## src/rwt_pkg.sv

```systemverilog
//------------------------------------------------------------------------------
// rwt_pkg
// shared constants, codes and types of the wall texture column unit
//------------------------------------------------------------------------------
`default_nettype none

package rwt_pkg;

    localparam int FRAC_BITS    = 16;
    localparam int MAX_TEX_LOG2 = 10;
    localparam int COORD_BITS   = 12;

    localparam int POS_BITS  = FRAC_BITS + 16;
    localparam int STEP_BITS = FRAC_BITS + MAX_TEX_LOG2 + 2;
    localparam int UNIT_W    = (2 * FRAC_BITS > POS_BITS) ? 2 * FRAC_BITS : POS_BITS;
    localparam int CNT_W     = $clog2(UNIT_W);

    localparam int TW_W   = MAX_TEX_LOG2 + 1;
    localparam int TW_MAX = 1 << MAX_TEX_LOG2;
    localparam int LOG_W  = $clog2(MAX_TEX_LOG2 + 1);

    localparam int SW_W       = 12;
    localparam int SH_W       = 12;
    localparam int TEXW_REG_W = 11;
    localparam int TLOG_REG_W = 4;
    localparam int CFG_IDX_W  = 2;
    localparam int CFG_DATA_W = 12;

    localparam int PIX_W   = 24;
    localparam int TEXEL_W = 20;

    localparam logic [CFG_IDX_W-1:0] CFG_SCREEN_WIDTH  = 2'd0;
    localparam logic [CFG_IDX_W-1:0] CFG_SCREEN_HEIGHT = 2'd1;
    localparam logic [CFG_IDX_W-1:0] CFG_TEX_WIDTH     = 2'd2;
    localparam logic [CFG_IDX_W-1:0] CFG_TEX_LOG2      = 2'd3;

    localparam logic ACT_BEGIN = 1'b0;
    localparam logic ACT_ROW   = 1'b1;

    localparam logic [1:0] TEX_WEST  = 2'd0;
    localparam logic [1:0] TEX_EAST  = 2'd1;
    localparam logic [1:0] TEX_NORTH = 2'd2;
    localparam logic [1:0] TEX_SOUTH = 2'd3;

    typedef enum logic {
        OP_MUL,
        OP_DIV
    } unit_op_t;

    typedef struct packed {
        logic     start;
        unit_op_t op;
    } unit_req_t;

    typedef struct packed {
        logic busy;
        logic done;
    } unit_stat_t;

    typedef struct packed {
        logic [SW_W-1:0]  screen_width;
        logic [SH_W-1:0]  screen_height;
        logic [TW_W-1:0]  tex_width;
        logic [LOG_W-1:0] tex_log2;
    } cfg_t;

    typedef enum logic [3:0] {
        ST_IDLE,
        ST_HIT_GO,
        ST_HIT_WAIT,
        ST_COL_GO,
        ST_COL_WAIT,
        ST_DIV_GO,
        ST_DIV_WAIT,
        ST_POS_GO,
        ST_POS_WAIT
    } seq_state_t;

endpackage

`default_nettype wire

```

## src/rwt_cfg_regs.sv

```systemverilog
//------------------------------------------------------------------------------
// rwt_cfg_regs
// configuration registers with range clamping of the texture size
//------------------------------------------------------------------------------
`default_nettype none

module rwt_cfg_regs (
    input  wire logic                           clk,
    input  wire logic                           rst_n,
    input  wire logic                           cfg_valid,
    input  wire logic [rwt_pkg::CFG_IDX_W-1:0]  cfg_index,
    input  wire logic [rwt_pkg::CFG_DATA_W-1:0] cfg_data,
    output rwt_pkg::cfg_t                       cfg
);

    logic [rwt_pkg::SW_W-1:0]       screen_width_reg;
    logic [rwt_pkg::SH_W-1:0]       screen_height_reg;
    logic [rwt_pkg::TEXW_REG_W-1:0] tex_width_reg;
    logic [rwt_pkg::TLOG_REG_W-1:0] tex_log2_reg;

    always_ff @(posedge clk or negedge rst_n)
    begin
        if (!rst_n)
        begin
            screen_width_reg  <= rwt_pkg::SW_W'(640);
            screen_height_reg <= rwt_pkg::SH_W'(480);
            tex_width_reg     <= rwt_pkg::TEXW_REG_W'(64);
            tex_log2_reg      <= rwt_pkg::TLOG_REG_W'(6);
        end
        else if (cfg_valid)
        begin
            case (cfg_index)
                rwt_pkg::CFG_SCREEN_WIDTH:
                    screen_width_reg <= cfg_data[rwt_pkg::SW_W-1:0];
                rwt_pkg::CFG_SCREEN_HEIGHT:
                    screen_height_reg <= cfg_data[rwt_pkg::SH_W-1:0];
                rwt_pkg::CFG_TEX_WIDTH:
                    tex_width_reg <= cfg_data[rwt_pkg::TEXW_REG_W-1:0];
                rwt_pkg::CFG_TEX_LOG2:
                    tex_log2_reg <= cfg_data[rwt_pkg::TLOG_REG_W-1:0];
                default:
                    screen_width_reg <= screen_width_reg;
            endcase
        end
    end

    always_comb
    begin
        cfg.screen_width  = screen_width_reg;
        cfg.screen_height = screen_height_reg;
        if (tex_width_reg == '0)
            cfg.tex_width = rwt_pkg::TW_W'(1);
        else if (32'(tex_width_reg) > rwt_pkg::TW_MAX)
            cfg.tex_width = rwt_pkg::TW_W'(rwt_pkg::TW_MAX);
        else
            cfg.tex_width = rwt_pkg::TW_W'(tex_width_reg);
        if (32'(tex_log2_reg) > rwt_pkg::MAX_TEX_LOG2)
            cfg.tex_log2 = rwt_pkg::LOG_W'(rwt_pkg::MAX_TEX_LOG2);
        else
            cfg.tex_log2 = rwt_pkg::LOG_W'(tex_log2_reg);
    end

endmodule

`default_nettype wire

```

## src/rwt_serial_unit.sv

```systemverilog
//------------------------------------------------------------------------------
// rwt_serial_unit
// bit-serial shift-add multiplier and restoring divider on one shared adder
//------------------------------------------------------------------------------
`default_nettype none

module rwt_serial_unit (
    input  wire logic                       clk,
    input  wire logic                       rst_n,
    input  wire rwt_pkg::unit_req_t         req,
    input  wire logic [rwt_pkg::UNIT_W-1:0] opa,
    input  wire logic [rwt_pkg::UNIT_W-1:0] opb,
    output rwt_pkg::unit_stat_t             stat,
    output logic [rwt_pkg::UNIT_W-1:0]      result
);

    localparam int W = rwt_pkg::UNIT_W;

    logic [W-1:0]              acc_reg;
    logic [W-1:0]              a_reg;
    logic [W-1:0]              b_reg;
    logic [rwt_pkg::CNT_W-1:0] cnt_reg;
    rwt_pkg::unit_op_t         op_reg;
    logic                      busy_reg;
    logic                      done_reg;

    logic         is_div;
    logic [W-1:0] rem_shift;
    logic [W-1:0] add_x;
    logic [W-1:0] add_y;
    logic [W:0]   sum;
    logic         ge;

    // one adder: accumulate for multiply, trial subtract for divide
    always_comb
    begin
        is_div    = (op_reg == rwt_pkg::OP_DIV);
        rem_shift = {acc_reg[W-2:0], b_reg[W-1]};
        add_x     = is_div ? rem_shift : acc_reg;
        add_y     = is_div ? ~a_reg : a_reg;
        sum       = {1'b0, add_x} + {1'b0, add_y} + {{W{1'b0}}, is_div};
        ge        = sum[W];
    end

    always_ff @(posedge clk or negedge rst_n)
    begin
        if (!rst_n)
        begin
            busy_reg <= 1'b0;
            done_reg <= 1'b0;
            cnt_reg  <= '0;
            op_reg   <= rwt_pkg::OP_MUL;
        end
        else
        begin
            done_reg <= 1'b0;
            if (req.start && !busy_reg)
            begin
                busy_reg <= 1'b1;
                op_reg   <= req.op;
                cnt_reg  <= rwt_pkg::CNT_W'(W - 1);
            end
            else if (busy_reg)
            begin
                cnt_reg <= cnt_reg - rwt_pkg::CNT_W'(1);
                if (cnt_reg == '0)
                begin
                    busy_reg <= 1'b0;
                    done_reg <= 1'b1;
                end
            end
        end
    end

    always_ff @(posedge clk)
    begin
        if (req.start && !busy_reg)
        begin
            acc_reg <= '0;
            a_reg   <= opa;
            b_reg   <= opb;
        end
        else if (busy_reg)
        begin
            if (is_div)
            begin
                acc_reg <= ge ? sum[W-1:0] : rem_shift;
                b_reg   <= {b_reg[W-2:0], ge};
            end
            else
            begin
                if (b_reg[0])
                    acc_reg <= sum[W-1:0];
                a_reg <= {a_reg[W-2:0], 1'b0};
                b_reg <= {1'b0, b_reg[W-1:1]};
            end
        end
    end

    assign stat.busy = busy_reg;
    assign stat.done = done_reg;
    assign result    = is_div ? b_reg : acc_reg;

endmodule

`default_nettype wire

```

## src/raycast_wall_texture_column_unit.sv

```systemverilog
//------------------------------------------------------------------------------
// raycast_wall_texture_column_unit
// begin item: runs the hit multiply, column multiply, step divide and position
//   multiply in turn on the serial multiply/divide unit; no input is taken meanwhile
// throughput: one row item per cycle while the output is taken and no begin item
//   is in progress; a row result appears in the cycle after its item is accepted
// reset: asynchronous, active low; state clears to zero, registers to
//   640, 480, 64, 6
//------------------------------------------------------------------------------
`default_nettype none

module raycast_wall_texture_column_unit (
    input  wire logic                           clk,
    input  wire logic                           rst_n,
    input  wire logic                           cfg_valid,
    output logic                                cfg_ready,
    input  wire logic [rwt_pkg::CFG_IDX_W-1:0]  cfg_index,
    input  wire logic [rwt_pkg::CFG_DATA_W-1:0] cfg_data,
    input  wire logic                           in_valid,
    output logic                                in_ready,
    input  wire logic                           action,
    input  wire logic [11:0]                    column,
    input  wire logic                           side,
    input  wire logic [23:0]                    pos_x,
    input  wire logic [23:0]                    pos_y,
    input  wire logic signed [18:0]             ray_dir_x,
    input  wire logic signed [18:0]             ray_dir_y,
    input  wire logic [25:0]                    wall_dist,
    input  wire logic [11:0]                    slice_first,
    input  wire logic [11:0]                    slice_limit,
    input  wire logic [15:0]                    line_height,
    output logic                                out_valid,
    input  wire logic                           out_ready,
    output logic [rwt_pkg::PIX_W-1:0]           pixel_index,
    output logic [1:0]                          texture_select,
    output logic [rwt_pkg::TEXEL_W-1:0]         texel_index,
    output logic                                last_row
);

    localparam int F  = rwt_pkg::FRAC_BITS;
    localparam int W  = rwt_pkg::UNIT_W;
    localparam int CB = rwt_pkg::COORD_BITS;
    localparam int MT = rwt_pkg::MAX_TEX_LOG2;

    rwt_pkg::cfg_t       cfg;
    rwt_pkg::unit_req_t  unit_req;
    rwt_pkg::unit_stat_t unit_stat;
    logic [W-1:0]        unit_a;
    logic [W-1:0]        unit_b;
    logic [W-1:0]        unit_result;

    rwt_pkg::seq_state_t state_reg;
    rwt_pkg::seq_state_t state_next;

    logic                           mirror_reg;
    logic [F-1:0]                   pos_frac_reg;
    logic [F-1:0]                   frac_reg;
    logic signed [18:0]             dir_reg;
    logic [25:0]                    dist_reg;
    logic [15:0]                    lh_reg;
    logic [W-1:0]                   start_reg;
    logic [CB-1:0]                  row_reg;
    logic [CB-1:0]                  row_end_reg;
    logic [CB-1:0]                  col_reg;
    logic [rwt_pkg::POS_BITS-1:0]   tex_pos_reg;
    logic [rwt_pkg::STEP_BITS-1:0]  tex_step_reg;
    logic [MT-1:0]                  tex_column_reg;
    logic [1:0]                     chosen_reg;

    logic                           out_valid_reg;
    logic [rwt_pkg::PIX_W-1:0]      pixel_reg;
    logic [rwt_pkg::TEXEL_W-1:0]    texel_reg;
    logic                           last_reg;

    logic                           in_fire;
    logic                           begin_fire;
    logic                           row_fire;
    logic                           emit;
    logic [15:0]                    lh_eff;
    logic [MT-1:0]                  trow_mask;
    logic [MT-1:0]                  trow;
    logic [rwt_pkg::PIX_W-1:0]      pixel_calc;
    logic [rwt_pkg::TEXEL_W-1:0]    texel_calc;
    logic [rwt_pkg::TW_W-1:0]       tx;
    logic [rwt_pkg::TW_W-1:0]       tcol_full;

    rwt_cfg_regs u_cfg (
        .clk       (clk),
        .rst_n     (rst_n),
        .cfg_valid (cfg_valid),
        .cfg_index (cfg_index),
        .cfg_data  (cfg_data),
        .cfg       (cfg)
    );

    rwt_serial_unit u_unit (
        .clk    (clk),
        .rst_n  (rst_n),
        .req    (unit_req),
        .opa    (unit_a),
        .opb    (unit_b),
        .stat   (unit_stat),
        .result (unit_result)
    );

    assign cfg_ready  = 1'b1;
    assign in_ready   = (state_reg == rwt_pkg::ST_IDLE) && (!out_valid_reg || out_ready);
    assign in_fire    = in_valid && in_ready;
    assign begin_fire = in_fire && (action == rwt_pkg::ACT_BEGIN);
    assign row_fire   = in_fire && (action == rwt_pkg::ACT_ROW);
    assign emit       = row_fire && (row_reg < row_end_reg);
    assign lh_eff     = (line_height == '0) ? 16'd1 : line_height;

    // next state
    always_comb
    begin
        state_next = state_reg;
        case (state_reg)
            rwt_pkg::ST_IDLE:
                if (begin_fire)
                    state_next = rwt_pkg::ST_HIT_GO;
            rwt_pkg::ST_HIT_GO:
                state_next = rwt_pkg::ST_HIT_WAIT;
            rwt_pkg::ST_HIT_WAIT:
                if (unit_stat.done)
                    state_next = rwt_pkg::ST_COL_GO;
            rwt_pkg::ST_COL_GO:
                state_next = rwt_pkg::ST_COL_WAIT;
            rwt_pkg::ST_COL_WAIT:
                if (unit_stat.done)
                    state_next = rwt_pkg::ST_DIV_GO;
            rwt_pkg::ST_DIV_GO:
                state_next = rwt_pkg::ST_DIV_WAIT;
            rwt_pkg::ST_DIV_WAIT:
                if (unit_stat.done)
                    state_next = rwt_pkg::ST_POS_GO;
            rwt_pkg::ST_POS_GO:
                state_next = rwt_pkg::ST_POS_WAIT;
            rwt_pkg::ST_POS_WAIT:
                if (unit_stat.done)
                    state_next = rwt_pkg::ST_IDLE;
            default:
                state_next = rwt_pkg::ST_IDLE;
        endcase
    end

    // unit requests
    always_comb
    begin
        unit_req.start = 1'b0;
        unit_req.op    = rwt_pkg::OP_MUL;
        unit_a         = '0;
        unit_b         = '0;
        case (state_reg)
            rwt_pkg::ST_HIT_GO:
            begin
                unit_req.start = 1'b1;
                unit_a         = W'(dir_reg);
                unit_b         = W'(dist_reg);
            end
            rwt_pkg::ST_COL_GO:
            begin
                unit_req.start = 1'b1;
                unit_a         = W'(frac_reg);
                unit_b         = W'(cfg.tex_width);
            end
            rwt_pkg::ST_DIV_GO:
            begin
                unit_req.start = 1'b1;
                unit_req.op    = rwt_pkg::OP_DIV;
                unit_a         = W'(lh_reg);
                unit_b         = W'(1) << (F + 32'(cfg.tex_log2));
            end
            rwt_pkg::ST_POS_GO:
            begin
                unit_req.start = 1'b1;
                unit_a         = start_reg;
                unit_b         = W'(tex_step_reg);
            end
            default:
            begin
                unit_req.start = 1'b0;
            end
        endcase
    end

    always_comb
    begin
        tx         = unit_result[F +: rwt_pkg::TW_W];
        tcol_full  = mirror_reg ? (cfg.tex_width - rwt_pkg::TW_W'(1) - tx) : tx;
        trow_mask  = MT'((32'(1) << cfg.tex_log2) - 1);
        trow       = tex_pos_reg[F +: MT] & trow_mask;
        pixel_calc = rwt_pkg::PIX_W'(cfg.screen_width) * rwt_pkg::PIX_W'(row_reg)
                     + rwt_pkg::PIX_W'(col_reg);
        texel_calc = rwt_pkg::TEXEL_W'(cfg.tex_width) * rwt_pkg::TEXEL_W'(trow)
                     + rwt_pkg::TEXEL_W'(tex_column_reg);
    end

    always_ff @(posedge clk or negedge rst_n)
    begin
        if (!rst_n)
        begin
            state_reg      <= rwt_pkg::ST_IDLE;
            row_reg        <= '0;
            row_end_reg    <= '0;
            col_reg        <= '0;
            tex_pos_reg    <= '0;
            tex_step_reg   <= '0;
            tex_column_reg <= '0;
            chosen_reg     <= rwt_pkg::TEX_WEST;
            out_valid_reg  <= 1'b0;
        end
        else
        begin
            state_reg <= state_next;
            if (emit)
                out_valid_reg <= 1'b1;
            else if (out_ready)
                out_valid_reg <= 1'b0;

            if (begin_fire)
            begin
                row_reg     <= CB'(slice_first);
                row_end_reg <= CB'(slice_limit);
                col_reg     <= CB'(column);
                if (side == 1'b0)
                    chosen_reg <= ray_dir_x[18] ? rwt_pkg::TEX_WEST : rwt_pkg::TEX_EAST;
                else
                    chosen_reg <= ray_dir_y[18] ? rwt_pkg::TEX_NORTH : rwt_pkg::TEX_SOUTH;
            end
            else if (emit)
            begin
                row_reg     <= row_reg + CB'(1);
                tex_pos_reg <= tex_pos_reg + rwt_pkg::POS_BITS'(tex_step_reg);
            end

            if (state_reg == rwt_pkg::ST_COL_WAIT && unit_stat.done)
                tex_column_reg <= tcol_full[MT-1:0];
            if (state_reg == rwt_pkg::ST_DIV_WAIT && unit_stat.done)
                tex_step_reg <= unit_result[rwt_pkg::STEP_BITS-1:0];
            if (state_reg == rwt_pkg::ST_POS_WAIT && unit_stat.done)
                tex_pos_reg <= unit_result[rwt_pkg::POS_BITS-1:0];
        end
    end

    // begin item capture, intermediate results and row outputs
    always_ff @(posedge clk)
    begin
        if (begin_fire)
        begin
            mirror_reg   <= (side == 1'b0) ? (!ray_dir_x[18] && (ray_dir_x != '0))
                                           : ray_dir_y[18];
            pos_frac_reg <= (side == 1'b0) ? pos_y[F-1:0] : pos_x[F-1:0];
            dir_reg      <= (side == 1'b0) ? ray_dir_y : ray_dir_x;
            dist_reg     <= wall_dist;
            lh_reg       <= lh_eff;
            start_reg    <= W'(slice_first) - W'(cfg.screen_height >> 1) + W'(lh_eff >> 1);
        end
        if (state_reg == rwt_pkg::ST_HIT_WAIT && unit_stat.done)
            frac_reg <= pos_frac_reg + unit_result[2*F-1:F];
        if (emit)
        begin
            pixel_reg <= pixel_calc;
            texel_reg <= texel_calc;
            last_reg  <= ((row_reg + CB'(1)) == row_end_reg);
        end
    end

    assign out_valid      = out_valid_reg;
    assign pixel_index    = pixel_reg;
    assign texture_select = chosen_reg;
    assign texel_index    = texel_reg;
    assign last_row       = last_reg;

    a_begin_starts_unit: assert property (@(posedge clk) disable iff (!rst_n)
        begin_fire |=> (state_reg == rwt_pkg::ST_HIT_GO))
        else $error("begin item did not start the hit multiply");

    a_busy_not_ready: assert property (@(posedge clk) disable iff (!rst_n)
        unit_stat.busy |-> !in_ready)
        else $error("input ready while the serial unit is busy");

    a_no_emit_past_end: assert property (@(posedge clk) disable iff (!rst_n)
        (row_fire && (row_reg >= row_end_reg)) |=> $stable(row_reg))
        else $error("row advanced past the end of the column");

    a_done_in_wait: assert property (@(posedge clk) disable iff (!rst_n)
        unit_stat.done |-> (state_reg == rwt_pkg::ST_HIT_WAIT
                            || state_reg == rwt_pkg::ST_COL_WAIT
                            || state_reg == rwt_pkg::ST_DIV_WAIT
                            || state_reg == rwt_pkg::ST_POS_WAIT))
        else $error("unit finished outside a wait state");

endmodule

`default_nettype wire
```

## config.mk

```make
export PLATFORM = sky130hd
export DESIGN_NAME = raycast_wall_texture_column_unit
export DESIGN_NICKNAME = d
export VERILOG_FILES = /design/src/rwt_pkg.sv /design/src/rwt_cfg_regs.sv /design/src/rwt_serial_unit.sv /design/src/raycast_wall_texture_column_unit.sv
export SDC_FILE = /design/constraint.sdc
export NUM_CORES = 2
export LEC_CHECK = 0
export ABC_AREA = 1
export BUFFER_PORTS_ARGS = -buffer_cell sky130_fd_sc_hd__clkbuf_2
export CELL_PAD_IN_SITES_DETAIL_PLACEMENT = 1
export CELL_PAD_IN_SITES_GLOBAL_PLACEMENT = 1
export CORE_MARGIN = 3
export CORE_UTILIZATION = 51
export DETAILED_ROUTE_END_ITERATION = 8
export PLACE_DENSITY = 0.91
export SLEW_MARGIN = 10
export SYNTH_ARGS = -nofsm -noshare
export SYNTH_HDL_FRONTEND = slang
export SYNTH_SLANG_ARGS = --single-unit
```

## constraint.sdc

```tcl
create_clock -name clk -period 16.03 [get_ports clk]
set_input_delay 3.206 -clock clk [delete_from_list [all_inputs] [get_ports clk]]
set_output_delay 3.206 -clock clk [all_outputs]
set_load 0.01 [all_outputs]
```

==> flow_metrics.env <==
export IMPL_syn_num_nets=4727
export IMPL_period_needed_ns=7.527
export IMPL_hold_buffers=0
export IMPL_slowest_delay_ns=0.57
export IMPL_yosysWarnings=0
export IMPL_cts_resized=0
export IMPL_wl_um=118700
export IMPL_dp_hpwl_um=89590
export IMPL_avgRoutedWirePerCell_um=23.17
export IMPL_yosys_cell_types_count=70
export IMPL_critPathCaptureType="register"
export IMPL_rsz0062_at_grt="false"
export IMPL_path_buf_inv=6
export IMPL_min_period_over_period=0.4696
export IMPL_worstPathMaxFanout=8
export IMPL_synth_flop_cell="edfxtp_1"
export IMPL_yosysSeqAreaShare=0.3352
export IMPL_start_kind="register"
export IMPL_cts_buffers=46
export IMPL_syn_area_per_cell_um2=8.072
export IMPL_slew_limit_headroom=0.2532
export IMPL_worst_hold_path_num_cells=2
export IMPL_status="finished, final reports clean"
export IMPL_slew_violations=0
export IMPL_viasPerCell=5.915
export IMPL_drive_above_1_share=0.08793
export IMPL_grt_overflow=0
export IMPL_io_pins=235
export IMPL_grt_usage=0.3510
export IMPL_syn_area_um2=33070
export IMPL_clock_sinks=405
export IMPL_slowest_stage="fa_1"
export IMPL_power_density_nw_per_um2=260.5
export IMPL_grt_pass1_vias=32946
export IMPL_ff2ff_path_depth=27
export IMPL_power_leakage_nw=18.11
export IMPL_syn_inst=4097
export IMPL_r2r_slack_ns=8.50
export IMPL_postCtsSetupBuffers=0
export IMPL_crit_required_ns=16.40
export IMPL_synthArstFlopShare=0.3778
export IMPL_nNetsFinal=4868
export IMPL_crit_cells=27
export IMPL_hold_start="u_unit.acc_reg[15]"
export IMPL_die_area_um2=67940
export IMPL_maxCapViolations=0
export IMPL_finalSetupViolCount=0
export IMPL_syn_to_final_growth_pct=9.711
export IMPL_synth_seq_cells=405
export IMPL_regArea_um2=11090
export IMPL_grt_pass1_wl_um=185200
export IMPL_routed_via_count=30311
export IMPL_coreArea_um2=63660
export IMPL_cts_root_buf="clkbuf_16"
export IMPL_fin_skew_ns=0.01794
export IMPL_rows=92
export IMPL_worstMarginPinSlew_ns=1.113
export IMPL_hp_class="register to register"
export IMPL_io_buffer_count=217
export IMPL_worstSetupPathType="register to register"
export IMPL_drcViolationCount=0
export IMPL_grt_max_degree=89
export IMPL_clk_latency_ns=0.61
export IMPL_whs_ns=0.4694
export IMPL_drtAntennaViolNets=0
export IMPL_peakVddDrop_mv=0.4646
export IMPL_worst_path_most_repeated_cell="inv_1"
export IMPL_antenna_found_initial=9
export IMPL_fmax_ghz=0.1328
export IMPL_finalHoldViolations=0
export IMPL_synth_edff_count=220
export IMPL_cpLargestDelayFamily="adder cells"
export IMPL_finalWeightedCongestion=0.9427
export IMPL_multi_input_area_um2=19040
export IMPL_fill_cells=7790
export IMPL_drt_iter0_markers=2627
export IMPL_cts_tree="done"
export IMPL_cts_max_path_buffers=3
export IMPL_r2r_end="texel_index[13]"
export IMPL_die_w_um=260.7
export IMPL_setup_tns_final_ns=0
export IMPL_h_tree_depth=2
export IMPL_die_h_um=260.7
export IMPL_worstHoldEndpoint="u_unit.acc_reg[15]"
export IMPL_clkTransAtPathRegs_ns=0.08
export IMPL_arrival_ns=7.90
export IMPL_dr_pass1_iters=6
export IMPL_start_util=0.5196
export IMPL_r2r_start="u_cfg.tex_log2_reg[3]"
[cells by family (layout without fill, tap and decap cells)]
kind of cell    after synthesis  after routing  share of synthesized area
compound gates              616            616                     0.1080
xor+xnor                    156            156                    0.04131
fa+ha+maj                   445            445                     0.2128
buf+inv                     766            945                    0.09019
flops                       405            405                     0.3352
other cells                   1              3                  0.0001134
simple gates               1708           1708                     0.2123
[per-stage QoR]
stage / std cells / cell area (um^2) / setup slack [ns] / utilization / total power [mW]
floorplan: 4097 / 33070 / 9.385 / - / 6.166
global placement: 5036 / 34760 / 9.143 / 0.5460 / 7.584
detailed placement: 5036 / 34760 / 8.804 / 0.5460 / 8.074
CTS: 5122 / 36280 / 8.608 / 0.5699 / 9.363
global route: 5123 / 36280 / 8.038 / 0.5700 / 10.19
finish: 5124 / 36280 / 8.503 / 0.5700 / 9.451
[synthesized netlist by cell type (all sizes together) (2+ instances only)]
master	number	share of area
inv	620	0.070
a21boi	8	0.0022
xnor2	49	0.013
xor2	107	0.028
edfxtp	220	0.20
o31ai	5	0.0011
ha	249	0.094
o221ai	8	0.0021
clkbuf	109	0.012
o21bai	18	0.0042
dfrtp	144	0.11
a21oi	207	0.032
nor4	15	0.0033
a221oi	24	0.0064
a311oi	2	0.00053
nand4	39	0.0074
nor3	36	0.0067
o22ai	4	0.00076
or2	5	0.00095
o21ai	246	0.038
buf	33	0.0070
a211oi	5	0.0011
nand3	170	0.027
nand2	1201	0.14
dfxtp	32	0.019
o211ai	17	0.0039
o41ai	2	0.00053
a31oi	23	0.0044
a41oi	2	0.00053
clkinv	4	0.00045
a32oi	8	0.0021
o2111ai	5	0.0013
o21a	7	0.0016
a21o	19	0.0043
fa	196	0.12
nor2	237	0.028
dfstp	9	0.0072
and2	2	0.00038
nand3b	2	0.00045
[final cells by class]
type                       count  share of cell area
inverter                     624             0.06455
clock inverter                22            0.007310
timing repair buffer         235             0.03383
clock buffer                  64             0.03469
antenna                        2           0.0001379
tap                          846             0.02917
multi-input combinational   2926              0.5247
sequential                   405              0.3057
[worst reg2reg max path, cell delays in order (launching register included)]
cell and delay (ns):
dfrtp_1 0.50, a21oi_1 0.31, nand2_1 0.13, inv_1 0.18, nand3_1 0.19, ha_1 0.30, or2_2 0.32, a21oi_2 0.44
inv_1 0.27, nor2_1 0.19, fa_1 0.44, inv_1 0.12, fa_1 0.47, inv_1 0.08, ha_1 0.24, fa_1 0.55
inv_1 0.08, fa_1 0.57, inv_1 0.06, ha_1 0.37, nand2_1 0.10, o21ai_0 0.37, a21o_1 0.25, nand3_1 0.14
o21ai_0 0.35, nand2_1 0.10, nand2_1 0.09, xor2_1 0.06
[cells in the final DEF (no fill, tap or decap), types with 7 or more instances in the layout]
| master | n |
|---|---|
| ha_1 | 249 |
| xor2_1 | 107 |
| o21ai_0 | 222 |
| dfrtp_1 | 143 |
| clkbuf_2 | 216 |
| o21ai_1 | 21 |
| nand4_1 | 39 |
| a221oi_1 | 24 |
| nor4_1 | 14 |
| buf_4 | 18 |
| a32oi_1 | 8 |
| clkbuf_1 | 14 |
| clkinv_1 | 8 |
| o21bai_1 | 17 |
| dfxtp_1 | 32 |
| a21oi_1 | 201 |
| o211ai_1 | 17 |
| inv_1 | 602 |
| o21a_1 | 7 |
| a31oi_1 | 23 |
| nor3_1 | 30 |
| fa_1 | 196 |
| xnor2_1 | 49 |
| a21o_1 | 19 |
| o221ai_1 | 8 |
| edfxtp_1 | 220 |
| inv_2 | 18 |
| nor2_1 | 227 |
| nand3_1 | 166 |
| clkbuf_16 | 46 |
| nand2_1 | 1192 |
| dfstp_2 | 9 |
[where the power goes]
group          internal, mW  switching [mW]
Clock                 0.633           0.488
Sequential             1.64           0.371
Combinational          2.15            4.17
Total                  4.42            5.03
[routing by layer]
layer  global-route usage  share of wire
met4               0.1936          0.062
met3              0.06152          0.069
met1               0.4144           0.38
met2               0.6071           0.49
met5                    0        0.00073
[worst max path at each step]
stage / start / to / slack, ns
6_report: u_cfg.tex_log2_reg[3] / texel_index[13] / 8.50
5_1_grt: u_cfg.tex_log2_reg[3] / texel_index[13] / 8.04
4_1_cts: u_cfg.tex_log2_reg[3] / texel_index[13] / 8.61
3_5_place_dp: u_cfg.tex_log2_reg[3] / texel_index[13] / 8.80
3_3_place_gp: out_ready / in_ready / 9.14
2_1_floorplan: out_ready / in_ready / 9.39
Note: power is estimated with default switching activity, not from simulation.
